[config.mk]
export PLATFORM = sky130hd
export DESIGN_NAME = base93_crc8_packet_decoder_unit
export DESIGN_NICKNAME = d
export VERILOG_FILES = /design/src/sv/b93crc_pkg.sv /design/src/sv/base93_crc8_packet_decoder_unit.sv /design/src/sv/b93crc_fifo.sv /design/src/sv/b93crc_front.sv /design/src/sv/b93crc_back.sv
export SDC_FILE = /design/constraint.sdc
export NUM_CORES = 1
export LEC_CHECK = 0
export ABC_CLOCK_PERIOD_IN_PS = 6750
export BUFFER_PORTS_ARGS = -buffer_cell sky130_fd_sc_hd__buf_2
export CORE_ASPECT_RATIO = 1.2
export CORE_MARGIN = 1
export CORE_UTILIZATION = 55
export CTS_CLUSTER_DIAMETER = 50
export DETAILED_ROUTE_END_ITERATION = 12
export PLACE_DENSITY = 0.84
export SLEW_MARGIN = 20
export SYNTH_ARGS = -nofsm -noshare
export SYNTH_HDL_FRONTEND = slang
export SYNTH_SLANG_ARGS = --single-unit
[constraint.sdc]
create_clock -name clk_i -period 6.75 [get_ports clk_i]
set_input_delay 2.025 -clock clk_i [delete_from_list [all_inputs] [get_ports clk_i]]
set_output_delay 2.025 -clock clk_i [all_outputs]
set_load 0.01 [all_outputs]
[src/sv/b93crc_pkg.sv]
package b93crc_pkg;

  typedef enum logic [1:0] {
    KIND_HEADER  = 2'd0,
    KIND_LENGTH  = 2'd1,
    KIND_PAYLOAD = 2'd2,
    KIND_STATUS  = 2'd3
  } kind_e;

  typedef enum logic [1:0] {
    ST_SUCCESS   = 2'd0,
    ST_CORRUPTED = 2'd1,
    ST_TOO_LARGE = 2'd2,
    ST_TOO_SHORT = 2'd3
  } status_e;

  typedef enum logic [1:0] {
    PH_HEADER  = 2'd0,
    PH_LENGTH  = 2'd1,
    PH_PAYLOAD = 2'd2,
    PH_HALT    = 2'd3
  } phase_e;

  localparam logic [7:0] CharSkip  = 8'h2B;
  localparam logic [8:0] CharBase  = 9'd33;
  localparam logic [7:0] CrcPoly   = 8'h1D;
  localparam logic [7:0] CrcInit   = 8'hFF;
  localparam logic [2:0] LastDigit = 3'd4;
  localparam logic [2:0] TailPos   = 3'd4;

  // One entry of the queue between front and back end.
  typedef struct packed {
    logic [31:0] group;
    logic        has_group;
    logic        last;
  } rec_t;

  typedef struct packed {
    kind_e       kind;
    logic [7:0]  data;
    logic        dir;
    logic [6:0]  pid;
    status_e     status;
    logic        last_of_run;
  } result_t;

  function automatic logic [26:0] weight93(input logic [2:0] idx);
    logic [26:0] w;
    unique case (idx)
      3'd0:    w = 27'd1;
      3'd1:    w = 27'd93;
      3'd2:    w = 27'd8649;
      3'd3:    w = 27'd804357;
      3'd4:    w = 27'd74805201;
      default: w = 27'd0;
    endcase
    return w;
  endfunction

  // CRC-8 with polynomial 0x1D, MSB first.
  function automatic logic [7:0] crc8_update(input logic [7:0] crc, input logic [7:0] data);
    logic [7:0] c;
    c = crc ^ data;
    for (int i = 0; i < 8; i++) begin
      c = c[7] ? ({c[6:0], 1'b0} ^ CrcPoly) : {c[6:0], 1'b0};
    end
    return c;
  endfunction

endpackage

[src/sv/base93_crc8_packet_decoder_unit.sv]
// Base-93 packet decoder with CRC-8 check. One character is taken per clock while the
// record queue has room; every fifth character, or a character marked last, places one
// record in that queue. The back end retires records at one result per clock while the
// result queue has room (header, length, payload bytes, final status), and the record
// queue absorbs the difference. A group's record is registered in the record queue, and
// its first result then in the result queue, before that result appears on the result port.
// The payload_capacity register is written through the cfg channel, which is always
// ready; write it only while the block is idle.
module base93_crc8_packet_decoder_unit #(
  parameter int REC_DEPTH = 4,
  parameter int OUT_DEPTH = 4
) (
  input  logic       clk_i,
  input  logic       rst_ni,
  input  logic       push,
  output logic       full,
  input  logic [7:0] in_char_i,
  input  logic       last_char_i,
  output logic       empty,
  input  logic       pop,
  output logic [1:0] kind_o,
  output logic [7:0] data_value_o,
  output logic       direction_o,
  output logic [6:0] packet_id_o,
  output logic [1:0] status_o,
  output logic       last_of_run_o,
  input  logic       cfg_valid_i,
  output logic       cfg_ready_o,
  input  logic [8:0] cfg_data_i
);

  localparam int RecW = $bits(b93crc_pkg::rec_t);
  localparam int ResW = $bits(b93crc_pkg::result_t);

  logic [8:0]           cap_q;
  logic                 take;
  logic                 rec_push, rec_pop, rec_full, rec_empty;
  b93crc_pkg::rec_t     rec_in, rec_out;
  logic [RecW-1:0]      rec_out_vec;
  logic                 out_push, out_full;
  b93crc_pkg::result_t  res_in, res_out;
  logic [ResW-1:0]      res_out_vec;

  assign cfg_ready_o = 1'b1;

  always_ff @(posedge clk_i or negedge rst_ni) begin
    if (!rst_ni) begin
      cap_q <= 9'd256;
    end else if (cfg_valid_i && cfg_ready_o) begin
      cap_q <= cfg_data_i;
    end
  end

  assign full = rec_full;
  assign take = push && !rec_full;

  b93crc_front u_front (
    .clk_i       (clk_i),
    .rst_ni      (rst_ni),
    .take_i      (take),
    .in_char_i   (in_char_i),
    .last_char_i (last_char_i),
    .rec_push_o  (rec_push),
    .rec_o       (rec_in)
  );

  b93crc_fifo #(
    .WIDTH (RecW),
    .DEPTH (REC_DEPTH)
  ) u_rec_fifo (
    .clk_i   (clk_i),
    .rst_ni  (rst_ni),
    .push_i  (rec_push),
    .data_i  (rec_in),
    .full_o  (rec_full),
    .pop_i   (rec_pop),
    .data_o  (rec_out_vec),
    .empty_o (rec_empty)
  );

  assign rec_out = b93crc_pkg::rec_t'(rec_out_vec);

  b93crc_back u_back (
    .clk_i       (clk_i),
    .rst_ni      (rst_ni),
    .rec_valid_i (!rec_empty),
    .rec_i       (rec_out),
    .rec_pop_o   (rec_pop),
    .cap_i       (cap_q),
    .out_full_i  (out_full),
    .out_push_o  (out_push),
    .res_o       (res_in)
  );

  b93crc_fifo #(
    .WIDTH (ResW),
    .DEPTH (OUT_DEPTH)
  ) u_out_fifo (
    .clk_i   (clk_i),
    .rst_ni  (rst_ni),
    .push_i  (out_push),
    .data_i  (res_in),
    .full_o  (out_full),
    .pop_i   (pop),
    .data_o  (res_out_vec),
    .empty_o (empty)
  );

  assign res_out       = b93crc_pkg::result_t'(res_out_vec);
  assign kind_o        = res_out.kind;
  assign data_value_o  = res_out.data;
  assign direction_o   = res_out.dir;
  assign packet_id_o   = res_out.pid;
  assign status_o      = res_out.status;
  assign last_of_run_o = res_out.last_of_run;

endmodule

[src/sv/b93crc_fifo.sv]
module b93crc_fifo #(
  parameter int WIDTH = 8,
  parameter int DEPTH = 4
) (
  input  logic             clk_i,
  input  logic             rst_ni,
  input  logic             push_i,
  input  logic [WIDTH-1:0] data_i,
  output logic             full_o,
  input  logic             pop_i,
  output logic [WIDTH-1:0] data_o,
  output logic             empty_o
);

  localparam int PtrW = (DEPTH > 1) ? $clog2(DEPTH) : 1;
  localparam int CntW = $clog2(DEPTH + 1);
  localparam logic [PtrW-1:0] PtrLast = PtrW'(DEPTH - 1);
  localparam logic [CntW-1:0] CntFull = CntW'(DEPTH);

  logic [WIDTH-1:0] mem_q [DEPTH];
  logic [PtrW-1:0]  wr_ptr_q, wr_ptr_d, rd_ptr_q, rd_ptr_d;
  logic [CntW-1:0]  count_q, count_d;
  logic             do_push, do_pop;

  assign full_o  = (count_q == CntFull);
  assign empty_o = (count_q == '0);
  assign data_o  = mem_q[rd_ptr_q];
  assign do_push = push_i && !full_o;
  assign do_pop  = pop_i && !empty_o;

  always_comb begin
    wr_ptr_d = wr_ptr_q;
    rd_ptr_d = rd_ptr_q;
    count_d  = count_q;
    if (do_push) begin
      wr_ptr_d = (wr_ptr_q == PtrLast) ? '0 : wr_ptr_q + PtrW'(1);
    end
    if (do_pop) begin
      rd_ptr_d = (rd_ptr_q == PtrLast) ? '0 : rd_ptr_q + PtrW'(1);
    end
    if (do_push && !do_pop) begin
      count_d = count_q + CntW'(1);
    end else if (!do_push && do_pop) begin
      count_d = count_q - CntW'(1);
    end
  end

  always_ff @(posedge clk_i or negedge rst_ni) begin
    if (!rst_ni) begin
      wr_ptr_q <= '0;
      rd_ptr_q <= '0;
      count_q  <= '0;
    end else begin
      wr_ptr_q <= wr_ptr_d;
      rd_ptr_q <= rd_ptr_d;
      count_q  <= count_d;
    end
  end

  always_ff @(posedge clk_i) begin
    if (do_push) begin
      mem_q[wr_ptr_q] <= data_i;
    end
  end

`ifndef SYNTHESIS
  a_count_bound: assert property (@(posedge clk_i) disable iff (!rst_ni)
    count_q <= CntFull)
    else $error("fifo count beyond depth");
`endif

endmodule

[src/sv/b93crc_front.sv]
module b93crc_front (
  input  logic              clk_i,
  input  logic              rst_ni,
  input  logic              take_i,
  input  logic [7:0]        in_char_i,
  input  logic              last_char_i,
  output logic              rec_push_o,
  output b93crc_pkg::rec_t  rec_o
);

  logic [2:0]  digit_cnt_q, digit_cnt_d;
  logic [31:0] group_q, group_d;
  logic [7:0]  char_adj;
  logic [8:0]  digit;
  logic [31:0] product;
  logic [31:0] sum;
  logic        group_done;

  // Characters at or above '+' skip one code point before the base offset.
  assign char_adj = (in_char_i >= b93crc_pkg::CharSkip) ? in_char_i - 8'd1 : in_char_i;
  assign digit    = {1'b0, char_adj} - b93crc_pkg::CharBase;
  assign product  = 32'($signed(digit) * $signed({1'b0, b93crc_pkg::weight93(digit_cnt_q)}));
  assign sum      = group_q + product;
  assign group_done = (digit_cnt_q == b93crc_pkg::LastDigit);

  assign rec_push_o      = take_i && (group_done || last_char_i);
  assign rec_o.group     = sum;
  assign rec_o.has_group = group_done;
  assign rec_o.last      = last_char_i;

  always_comb begin
    digit_cnt_d = digit_cnt_q;
    group_d     = group_q;
    if (take_i) begin
      if (group_done || last_char_i) begin
        digit_cnt_d = '0;
        group_d     = '0;
      end else begin
        digit_cnt_d = digit_cnt_q + 3'd1;
        group_d     = sum;
      end
    end
  end

  always_ff @(posedge clk_i or negedge rst_ni) begin
    if (!rst_ni) begin
      digit_cnt_q <= '0;
      group_q     <= '0;
    end else begin
      digit_cnt_q <= digit_cnt_d;
      group_q     <= group_d;
    end
  end

endmodule

[src/sv/b93crc_back.sv]
module b93crc_back (
  input  logic                 clk_i,
  input  logic                 rst_ni,
  input  logic                 rec_valid_i,
  input  b93crc_pkg::rec_t     rec_i,
  output logic                 rec_pop_o,
  input  logic [8:0]           cap_i,
  input  logic                 out_full_i,
  output logic                 out_push_o,
  output b93crc_pkg::result_t  res_o
);

  b93crc_pkg::phase_e phase_q, phase_d;
  logic [2:0] pos_q, pos_d;
  logic [7:0] length_q, length_d;
  logic [7:0] taken_q, taken_d;
  logic [7:0] crc_q, crc_d;
  logic       pend_q, pend_d;

  logic       step, halted, at_tail, byte_last, cap_hit, pay_more, crc_ok;
  logic [2:0] eff_pos;
  logic [7:0] cur_byte;

  assign step      = rec_valid_i && !out_full_i;
  assign halted    = (phase_q == b93crc_pkg::PH_HALT);
  assign eff_pos   = rec_i.has_group ? pos_q : b93crc_pkg::TailPos;
  assign at_tail   = (eff_pos == b93crc_pkg::TailPos);
  assign cur_byte  = 8'(rec_i.group >> {pos_q[1:0], 3'b000});
  assign byte_last = (pos_q[1:0] == 2'd3);
  assign cap_hit   = ({1'b0, cur_byte} >= cap_i);
  assign pay_more  = (taken_q < length_q);
  assign crc_ok    = (cur_byte == ~crc_q);

  // Outputs: at most one result per cycle.
  always_comb begin
    out_push_o = 1'b0;
    rec_pop_o  = 1'b0;
    res_o      = '0;
    if (step) begin
      if (halted) begin
        rec_pop_o = 1'b1;
      end else if (pend_q) begin
        out_push_o        = 1'b1;
        rec_pop_o         = 1'b1;
        res_o.kind        = b93crc_pkg::KIND_STATUS;
        res_o.data        = length_q;
        res_o.status      = b93crc_pkg::ST_TOO_LARGE;
        res_o.last_of_run = 1'b1;
      end else if (at_tail) begin
        out_push_o        = 1'b1;
        rec_pop_o         = 1'b1;
        res_o.kind        = b93crc_pkg::KIND_STATUS;
        res_o.status      = b93crc_pkg::ST_TOO_SHORT;
        res_o.last_of_run = 1'b1;
      end else begin
        out_push_o        = 1'b1;
        res_o.data        = cur_byte;
        res_o.last_of_run = byte_last && !rec_i.last;
        rec_pop_o         = byte_last && !rec_i.last;
        unique case (phase_q)
          b93crc_pkg::PH_HEADER: begin
            res_o.kind = b93crc_pkg::KIND_HEADER;
            res_o.dir  = cur_byte[7];
            res_o.pid  = cur_byte[6:0];
          end
          b93crc_pkg::PH_LENGTH: begin
            res_o.kind = b93crc_pkg::KIND_LENGTH;
            if (cap_hit) begin
              res_o.last_of_run = 1'b0;
              rec_pop_o         = 1'b0;
            end
          end
          b93crc_pkg::PH_PAYLOAD: begin
            if (pay_more) begin
              res_o.kind = b93crc_pkg::KIND_PAYLOAD;
            end else begin
              res_o.kind        = b93crc_pkg::KIND_STATUS;
              res_o.status      = crc_ok ? b93crc_pkg::ST_SUCCESS
                                         : b93crc_pkg::ST_CORRUPTED;
              res_o.last_of_run = 1'b1;
              rec_pop_o         = 1'b1;
            end
          end
          default: begin
            res_o = '0;
          end
        endcase
      end
    end
  end

  // Next state.
  always_comb begin
    phase_d  = phase_q;
    pos_d    = pos_q;
    length_d = length_q;
    taken_d  = taken_q;
    crc_d    = crc_q;
    pend_d   = pend_q;
    if (step) begin
      if (halted || pend_q || at_tail) begin
        // The record is finished here: either rearm or stop until the last word.
        pos_d  = '0;
        pend_d = 1'b0;
        if (rec_i.last) begin
          phase_d  = b93crc_pkg::PH_HEADER;
          length_d = '0;
          taken_d  = '0;
          crc_d    = b93crc_pkg::CrcInit;
        end else begin
          phase_d = b93crc_pkg::PH_HALT;
        end
      end else begin
        pos_d = byte_last ? (rec_i.last ? b93crc_pkg::TailPos : 3'd0) : pos_q + 3'd1;
        unique case (phase_q)
          b93crc_pkg::PH_HEADER: begin
            crc_d   = b93crc_pkg::crc8_update(crc_q, cur_byte);
            phase_d = b93crc_pkg::PH_LENGTH;
          end
          b93crc_pkg::PH_LENGTH: begin
            length_d = cur_byte;
            if (cap_hit) begin
              pend_d = 1'b1;
              pos_d  = pos_q;
            end else begin
              crc_d   = b93crc_pkg::crc8_update(crc_q, cur_byte);
              taken_d = '0;
              phase_d = b93crc_pkg::PH_PAYLOAD;
            end
          end
          b93crc_pkg::PH_PAYLOAD: begin
            if (pay_more) begin
              crc_d   = b93crc_pkg::crc8_update(crc_q, cur_byte);
              taken_d = taken_q + 8'd1;
            end else begin
              pos_d = '0;
              if (rec_i.last) begin
                phase_d  = b93crc_pkg::PH_HEADER;
                length_d = '0;
                taken_d  = '0;
                crc_d    = b93crc_pkg::CrcInit;
              end else begin
                phase_d = b93crc_pkg::PH_HALT;
              end
            end
          end
          default: begin
            phase_d = phase_q;
          end
        endcase
      end
    end
  end

  always_ff @(posedge clk_i or negedge rst_ni) begin
    if (!rst_ni) begin
      phase_q  <= b93crc_pkg::PH_HEADER;
      pos_q    <= '0;
      length_q <= '0;
      taken_q  <= '0;
      crc_q    <= b93crc_pkg::CrcInit;
      pend_q   <= 1'b0;
    end else begin
      phase_q  <= phase_d;
      pos_q    <= pos_d;
      length_q <= length_d;
      taken_q  <= taken_d;
      crc_q    <= crc_d;
      pend_q   <= pend_d;
    end
  end

`ifndef SYNTHESIS
  a_halt_silent: assert property (@(posedge clk_i) disable iff (!rst_ni)
    (phase_q == b93crc_pkg::PH_HALT) |-> !out_push_o)
    else $error("result produced while halted");

  a_pend_in_length: assert property (@(posedge clk_i) disable iff (!rst_ni)
    pend_q |-> (phase_q == b93crc_pkg::PH_LENGTH))
    else $error("pending capacity status outside length phase");

  a_pos_range: assert property (@(posedge clk_i) disable iff (!rst_ni)
    pos_q <= b93crc_pkg::TailPos)
    else $error("byte position out of range");

  a_status_pops: assert property (@(posedge clk_i) disable iff (!rst_ni)
    (out_push_o && res_o.last_of_run) |-> rec_pop_o)
    else $error("run ended without retiring its record");
`endif

endmodule

-- Word level (Yosys, flattened, before mapping)
Memories as Yosys holds them, arrays and structs flattened.
Cells that the tools add are included.
- register bits after elaboration: 88
- latch bits: 0
- bits in writable memories: 220
- bits in read-only memories: 0
- input port bits: 23
- memories: 2
- add/subtract/negate cells: 14
- multipliers: 1
- divide/modulo/power cells: 0
- magnitude comparators: 3
- equality and inequality tests: 18
- shift-type cells: 1
- muxes and demuxes: 78
- bitwise operators: 10
- reduce and logical (&&, ||, !) cells: 41
- memory list (memory ; words ; width ; read ports ; clocked after memory_dff ; write ports ; RTL line ; text):
    u_rec_fifo.mem_q ; 4 ; 34 ; 1 ; 0 ; 1 ; b93crc_fifo.sv:20 ; logic [WIDTH-1:0] mem_q [DEPTH];
    u_out_fifo.mem_q ; 4 ; 21 ; 1 ; 0 ; 1 ; b93crc_fifo.sv:20 ;
- operator list (kind ; number):
    27-bit case mux with 5 select lines ; 1
    8-bit 2-to-1 mux ; 15
    21-bit 2-to-1 mux ; 2
    3-bit 2-to-1 mux ; 14
    5-bit 2-to-1 mux ; 8
    32-bit adder ; 1
    9-bit by 28-bit multiplier with 32-bit output ; 1
    32-bit 2-to-1 mux ; 1
    4-bit NOT ; 8
    8-bit case mux with 2 select lines ; 2
    32-bit by 5-bit >> shifter with 8-bit output ; 1
    8-bit case mux with 3 select lines ; 1
    2-bit 2-to-1 mux ; 10
    1-bit 2-to-1 mux ; 17
    16-bit 2-to-1 mux ; 1
    2-bit equality test, second input constant ; 7
    3-bit by 1-bit adder with 3-bit output, second input constant ; 4
    3-bit equality test, second input constant ; 4
    1-bit logical AND ; 12
    3-bit AND reduction ; 4
    10-bit 2-to-1 mux ; 1
    8-bit by 9-bit greater-or-equal comparator with 1-bit output ; 1
    1-bit zero test ; 9
    3-bit zero test ; 3
    other kinds (27) ; 38

-- Longest topological paths before layout
Gate-level depths: netlist of run 1.
An unclocked memory read counts as a cell.
- depth after elaboration: 22
- mapped depth: 32

-- Cells and area by module
Synthesis of run 1 repeated with hierarchy kept, for this count alone.
- cell total of the unflattened synthesis: 1579
- area, all modules: 20345.8 sq um
- by module, submodules not included (module ; times used ; cells an instance ; area each (sq um) ; sequential area each (sq um)):
    b93crc_front ; 1 ; 893 ; 8399.3 ; 875.8
    b93crc_fifo (u_rec_fifo) ; 1 ; 215 ; 5346.4 ; 4259.1
    b93crc_fifo (u_out_fifo) ; 1 ; 147 ; 3470.8 ; 2697.6
    b93crc_back ; 1 ; 301 ; 2735.1 ; 760.7
    base93_crc8_packet_decoder_unit ; 1 ; 23 ; 394.1 ; 226.5

-- Worst setup path after synthesis of run 1
No wires, ideal clock.
- path type: in2reg
- from: in in_char_i[5]
- to: reg u_front.group_q[25]
- data arrival time: 9285 ps
- required time: 6629 ps
- setup slack: -2656 ps
- stages on the path: 29
- buffers on the path: 2
- path through: clkbuf_1 -> a211oi_1 -> and2_1 -> xnor2_1 -> inv_1 -> ha_1 -> o2111a_1 -> nor2_1 -> nor3_1 -> inv_2 -> nor2b_1 -> fa_1 -> inv_1 -> fa_1 -> fa_1 -> fa_1 -> fa_1 -> inv_1 -> ha_1 -> clkbuf_1 -> a211oi_1 -> a32oi_1 -> a41oi_1 -> o221ai_1 -> a31oi_1 -> o21ai_0 -> a311oi_1 -> nor2_1 -> a22o_1
- RTL lines (item ; RTL line ; text):
    start: declaration ; base93_crc8_packet_decoder_unit.sv:17 ; input logic [7:0] in_char_i,
    end signal: assignment ; b93crc_front.sv:51 ; group_q <= group_d;
    end: declaration ; b93crc_front.sv:12 ; logic [31:0] group_q, group_d;

==> reports/qor.txt, run 1 <==
Core box area - 0.03613 sq mm
N_diodes - 0
Starting DRT DRC Count - 1090
First-pass GRT wire length - 78970 um
Slew headroom - 30.50%
Crit Path Max Fanout - 7
Fin. max-slew vios - 0
Fill cell count - 2275
RSZ-0062 raised after global routing - true
Number of global-route vias before repair - 15120
Setup Skew - 0.01817 ns
WHS Endpoint - u_back.pos_q[2]$_DFFE_PN0P_
Synth top area cells - edfxtp_1 (33%), fa_1 (14%), ha_1 (9.8%)
Worst endpoint required time - 7.05 ns
Mapped Area - 0.02032 sq mm
Hold Path Stages - 1
Post-route worst setup slack - -1.731 ns
Cell variety after synth - 73
Status - complete, but fails checks
Cts-stage hold buffer count - 0
Final Wtd Congestion - 0.9177
Worst R2R Start - u_front.digit_cnt_q[0]$_DFFE_PN0P_
Net Count, Synth - 1954
Ports - 47
Synth warn - 0
CTS root buffer - clkbuf_16
Gr ovfl total - 0
Gate Count Post-Synth - 1631
Final Setup Violations - 125
DP Wirelength - 34960 um
NumNets Final - 2190
Starting Density - 56.25%
Largest net degree at the start of global routing - 67
Post-synth EDFFs - 220
Rows - 76
Via count - 13950
Clock Path Buffers - 3
Max-cap violations - 0
Clock transition at path regs - 0.07 ns
Final instance area - 0.02495 sq mm
Sequential share of the synthesized area - 43.39%
Clock Sinks - 308
Synth top area share - 32.50%
Drt wl/cell - 22.19 um
CTS tree - built
Failing checks - negative setup slack
Synthesized area per cell - 12.46 sq um
H-tree depth - 1
Worst R2R Path Depth - 25
Die Width - 177.5 um
Area grow syn2layout - 22.77%
Reg-to-reg endpoint - u_rec_fifo.mem_q[2][32]$_DFFE_PP_
Vias per Instance - 5.913
PortBufs - 45
#FFs+latches synth - 308
First-pass DRT Iterations - 5
Global Route Usage Sum - 27.43%
Synth top cells by count - inv_1 (282), edfxtp_1 (220), ha_1 (160)
Cell with the most instances after synthesis - inv_1
HP Class - reg2reg
Layout cells sized above 1 - 29.72%
Fmax - 117.9 MHz
DRC violations left - 0
Most used DFF post-synth - edfxtp_1
Final worst path period need - 8.481 ns
Post-synthesis async set-or-reset flop share - 28.57%
Initial antenna violation count - 0
Fin crit share - 125.6%
WL final - 52340 um
ANT nets after route - 0
Worst slew pin tran - 1.043 ns
Crit path capture type - flop
Clk_lat worst skew - 0.58 ns
DP Area - 0.02280 sq mm
Setup Total Neg Slack - -159.75 ns
CP Data Arrival Time - 8.78 ns
R2r setup slk - -0.18 ns
Hold violation count in the final report - 0
Synth area leader - edfxtp_1
Min-Delay Startpoint - u_back.pos_q[2]$_DFFE_PN0P_
CTS buffer count - 30
Die H - 212.6 um
Setup crit start kind - input port
CP Class - in2reg
Die area - 0.03773 sq mm
how the worst max path moves through the flow:
stage          depth (start not counted)  slack (ns)                                end          from
6_report                              28       -1.73  u_rec_fifo.mem_q[2][32]$_DFFE_PP_  in_char_i[1]
5_1_grt                               27       -1.91  u_rec_fifo.mem_q[2][32]$_DFFE_PP_  in_char_i[1]
4_1_cts                               28       -1.44  u_rec_fifo.mem_q[2][32]$_DFFE_PP_  in_char_i[0]
3_5_place_dp                          28       -2.32    u_front.group_q[28]$_DFFE_PN0P_  in_char_i[1]
3_3_place_gp                          27       -2.04  u_rec_fifo.mem_q[0][32]$_DFFE_PP_  in_char_i[1]
2_1_floorplan                         26       -1.74  u_rec_fifo.mem_q[0][32]$_DFFE_PP_  in_char_i[1]
sequential cells by signal (all words and copies together) (netlist names), 3 cells and up:
register / count
cap_q: 9
u_back.crc_q: 8
u_back.length_q: 8
u_back.pos_q: 3
u_back.taken_q: 8
u_front.digit_cnt_q: 3
u_front.group_q: 32
u_out_fifo.count_q: 3
u_out_fifo.mem_q: 84
u_rec_fifo.count_q: 3
u_rec_fifo.mem_q: 136
metal layers:
layer	up-vias	GRT usage, %	routed length (um)	part of all wire (%)
li1	6109	-	-	-
met1	7089	30.14	18920	36
met3	174	2.575	2431	4.6
met5	-	0	0	0
met2	576	51.83	28170	54
met4	0	14.50	2814	5.4
final cells by class:
type                       count  area (sq um)  area share (%)
clock buffer                  33         792.0           3.174
sequential                   308          8821           35.35
timing repair buffer         247          1887           7.562
multi-input combinational    995         11470           45.99
inverter                     285          1090           4.367
clock inverter                23         302.8           1.213
tap                          468         585.6           2.347
cell families (layout without fill, tap and decap cells):
family	count (synthesis)	in the layout	synth area share, %
DFF	308	308	43.39
muxes	84	84	8.034
xor gates and xnor gates	78	78	3.860
and+or+nand+nor	297	297	6.852
buffers and inverters	328	588	6.316
other	1	1	0.01845
adders and majority gates	300	300	23.64
AOI/OAI and AO/OA	235	235	7.886
per-stage QoR:
stage / hold WS (ns) / utilization [%] / worst slack [ns] / std cells
after CTS: 0.4998 / 67.91 / -1.437 / 2347
final: 0.5081 / 69.05 / -1.731 / 2359
after detailed placement: 0.4848 / 63.09 / -2.320 / 2277
after global routing: 0.5257 / 69.05 / -1.908 / 2359
after global placement: 0.4802 / 63.09 / -2.037 / 2277
after floorplan: 0.4538 / - / -1.736 / 1631
critical path, cell delays in order:
cell and delay [ns]:
buf_12 0.11, inv_12 0.04, ha_4 0.11, or3b_4 0.39, o31a_1 0.29, buf_4 0.13, buf_4 0.12, buf_4 0.14
o2111a_1 0.15, nor2_4 0.22, xnor2_4 0.15, nand2b_1 0.20, fa_1 0.58, fa_1 0.45, fa_2 0.55, inv_2 0.04
fa_1 0.50, inv_2 0.05, fa_1 0.49, inv_2 0.05, ha_4 0.26, a2111oi_4 0.36, a21oi_2 0.13, a31o_4 0.26
a31o_4 0.26, a211oi_2 0.26, mux2i_1 0.28, nand2_1 0.16
cell usage in the layout (no fill, tap or decap), types with 38 or more instances in the layout:
cell type  synthesis  layout
ha_1             160     137
edfxtp_1         220     220
buf_2              5      42
fa_1             140     132
a22o_1            40      40
o21ai_0           48      38
inv_1            282     262
nor2_1           108      96
buf_4              4     174
nand2_1           70      64
dfrtp_1           79      78
mux4_2            48      48
what timing repair did:
item / 4_1_cts / 5_1_grt
pin swaps: 65 / 64
endpoints found under the hold margin: 0 / 0
resized for setup: 99 / 65
setup buffers: 20 / 17
endpoints found under the setup margin: 130 / 130
Power of run 1 is left out: the tool's default activity adds up to more than one toggle a clock period on the data nets, which glitch-free logic cannot reach.
==> run 2, diff against run 1 <==
--- a/config.mk
+++ b/config.mk
@@ -5,14 +5,14 @@
 export SDC_FILE = /design/constraint.sdc
 export NUM_CORES = 1
 export LEC_CHECK = 0
-export ABC_CLOCK_PERIOD_IN_PS = 6750
+export ABC_CLOCK_PERIOD_IN_PS = 8600
 export BUFFER_PORTS_ARGS = -buffer_cell sky130_fd_sc_hd__buf_2
 export CORE_ASPECT_RATIO = 1.2
 export CORE_MARGIN = 1
 export CORE_UTILIZATION = 55
 export CTS_CLUSTER_DIAMETER = 50
 export DETAILED_ROUTE_END_ITERATION = 12
-export PLACE_DENSITY = 0.84
+export PLACE_DENSITY = 0.81
 export SLEW_MARGIN = 20
 export SYNTH_ARGS = -nofsm -noshare
 export SYNTH_HDL_FRONTEND = slang
==> constraint.sdc (replaced) <==
create_clock -name clk_i -period 8.6 [get_ports clk_i]
set_input_delay 2.58 -clock clk_i [delete_from_list [all_inputs] [get_ports clk_i]]
set_output_delay 2.58 -clock clk_i [all_outputs]
set_load 0.01 [all_outputs]
==> reports/qor.txt, run 2 (synthesized netlist as in run 1, its figures left out) <==
Status - complete, but fails checks (unchanged)
Most frequent cells in the layout - inv_1 (269), edfxtp_1 (220), buf_4 (195) (was inv_1 (262), edfxtp_1 (220), buf_4 (174))
Die area - 0.03773 sq mm (unchanged)
Failing checks - negative setup slack (unchanged)
Worst slew pin tran - 1.094 ns (was 1.043 ns)
Clock Path Buffers - 3 (unchanged)
First-pass DRT Iterations - 5 (unchanged)
Worst endpoint required time - 8.88 ns (was 7.05 ns)
Initial antenna violation count - 0 (unchanged)
WL final - 49800 um (was 52340 um)
Area grow syn2layout - 20.70% (was 22.77%)
RSZ-0062 raised after global routing - true (unchanged)
Min-Delay Startpoint - u_out_fifo.count_q[2]$_DFFE_PN0P_ (was u_back.pos_q[2]$_DFFE_PN0P_)
Die Width - 177.5 um (unchanged)
Setup Skew - 0.03707 ns (was 0.01817 ns)
Drt wl/cell - 21.10 um (was 22.19 um)
Worst R2R Path Depth - 27 (was 25)
Hold violation count in the final report - 0 (unchanged)
Die H - 212.6 um (unchanged)
DP Area - 0.02264 sq mm (was 0.02280 sq mm)
Via count - 13740 (was 13950)
CTS buffer count - 27 (was 30)
R2r setup slk - 1.06 ns (was -0.18 ns)
Core box area - 0.03613 sq mm (unchanged)
N_diodes - 0 (unchanged)
First-pass GRT wire length - 75640 um (was 78970 um)
Slew headroom - 26.61% (was 30.50%)
PortBufs - 45 (unchanged)
Most common cell after layout, fill and taps aside - inv_1 (unchanged)
Crit path capture type - flop (unchanged)
ANT nets after route - 0 (unchanged)
Final Wtd Congestion - 0.9658 (was 0.9177)
NumNets Final - 2194 (was 2190)
Setup crit start kind - input port (unchanged)
Final Setup Violations - 65 (was 125)
Post-route worst setup slack - -0.3208 ns (was -1.731 ns)
Rows - 76 (unchanged)
HP Class - reg2reg (unchanged)
WHS Endpoint - u_out_fifo.count_q[2]$_DFFE_PN0P_ (was u_back.pos_q[2]$_DFFE_PN0P_)
Max-cap violations - 0 (unchanged)
Gr ovfl total - 0 (unchanged)
Clk_lat worst skew - 0.56 ns (was 0.58 ns)
Top reg by flops - u_rec_fifo.mem_q (unchanged)
Global Route Usage Sum - 26.08% (was 27.43%)
CTS root buffer - clkbuf_16 (unchanged)
DRC violations left - 0 (unchanged)
Number of global-route vias before repair - 14590 (was 15120)
Crit Path Max Fanout - 6 (was 7)
Clock Sinks - 308 (unchanged)
CTS tree - built (unchanged)
Starting Density - 56.25% (unchanged)
Fin crit share - 103.7%
CP Data Arrival Time - 9.20 ns (was 8.78 ns)
Final instance area - 0.02453 sq mm (was 0.02495 sq mm)
Worst R2R Start - u_front.digit_cnt_q[0]$_DFFE_PN0P_ (unchanged)
Ports - 47 (unchanged)
Clock transition at path regs - 0.07 ns (about the same)
Vias per Instance - 5.823 (was 5.913)
Layout cells sized above 1 - 27.80% (was 29.72%)
Hold Path Stages - 1 (unchanged)
Fmax - 112.1 MHz
H-tree depth - 1 (unchanged)
DP Wirelength - 33890 um (was 34960 um)
Number of flip-flops in the largest register - 136 (unchanged)
Largest net degree at the start of global routing - 52 (was 67)
Fin. max-slew vios - 0 (unchanged)
Final worst path period need - 8.921 ns
Starting DRT DRC Count - 1144 (was 1090)
Reg-to-reg endpoint - u_rec_fifo.mem_q[1][27]$_DFFE_PP_ (was u_rec_fifo.mem_q[2][32]$_DFFE_PP_)
CP Class - in2reg (unchanged)
Largest registers - u_rec_fifo.mem_q: 136 flops, u_out_fifo.mem_q: 84 flops, u_front.group_q: 32 flops (unchanged)
## run 2: cell types whose count changed in the layout (fill, tap and decap cells not counted), sizes merged
cell      previous run  this run
buf                247       254
bufinv               5         6
clkbuf              33        30
clkinv              16        12
clkinvlp             0         1
inv                287       286
## run 2: cell type report
| cell class | instances | area, sq um |
|---|---|---|
| clock inverters | 20 | 280.3 |
| multi-input cells | 995 | 11150 |
| repair buffers | 254 | 1904 |
| flip-flops and latches | 308 | 8821 |
| well taps | 468 | 585.6 |
| clock buffers | 30 | 706.9 |
| fillers | 2406 | 11600 |
| inverters | 285 | 1087 |
## run 2: per-layer routing
metal  up-vias  track usage, %  share of wire (%)
li1       6116               -                  -
met4         0           13.17                5.7
met5         -               0                  0
met3       168           2.003                4.7
met1      6902           29.61                 36
met2       556           48.84                 54
## run 2: through the flow
step	setup TNS, ns	util, %	hold WS [ns]	std cells	worst slack [ns]
2_1_floorplan	-15.47	-	0.4538	1631	-0.4411
3_3_place_gp	-60.43	62.66	0.4699	2279	-0.8134
3_5_place_dp	-77.58	62.66	0.4842	2279	-1.032
4_1_cts	-3.423	66.69	0.4984	2343	-0.1956
5_1_grt	-26.89	67.89	0.5224	2360	-0.5290
6_report	-10.56	67.89	0.4969	2360	-0.3208
## run 2: worst max-delay path: stages
cell and delay, ns:
buf_12 0.11, inv_12 0.04, ha_4 0.11, or3b_4 0.39
o21ai_2 0.14, o31a_1 0.17, or3b_4 0.42, a31oi_4 0.20
o221ai_4 0.20, or2_4 0.29, fa_1 0.46, fa_1 0.49
fa_2 0.54, inv_2 0.04, fa_1 0.50, inv_2 0.04
fa_1 0.50, inv_2 0.05, ha_4 0.18, a211oi_2 0.18
a32oi_1 0.14, a41oi_2 0.27, o221ai_4 0.22, a31oi_4 0.25
o21ai_4 0.11, a311oi_2 0.26, nor2_1 0.11, buf_4 0.17
## run 2: how the worst max path moves through the flow
stage                 start                                 to  slack [ns]  cells after the start
2_1_floorplan  in_char_i[1]  u_rec_fifo.mem_q[0][32]$_DFFE_PP_       -0.44                     26
3_3_place_gp   in_char_i[1]  u_rec_fifo.mem_q[0][32]$_DFFE_PP_       -0.81                     27
3_5_place_dp   in_char_i[1]    u_front.group_q[24]$_DFFE_PN0P_       -1.03                     28
4_1_cts        in_char_i[0]  u_rec_fifo.mem_q[3][32]$_DFFE_PP_       -0.20                     28
5_1_grt        in_char_i[1]  u_rec_fifo.mem_q[3][32]$_DFFE_PP_       -0.53                     31
6_report       in_char_i[1]  u_rec_fifo.mem_q[1][27]$_DFFE_PP_       -0.32                     28
## run 2: timing repair
item,CTS,global route
hold buffers,0,0
setup buffers,14,18
endpoints found under the hold margin,0,0
endpoints found under the setup margin,86,100
pin swaps,51,59
gates resized for setup,71,66
Power of run 2 is left out for the same reason.
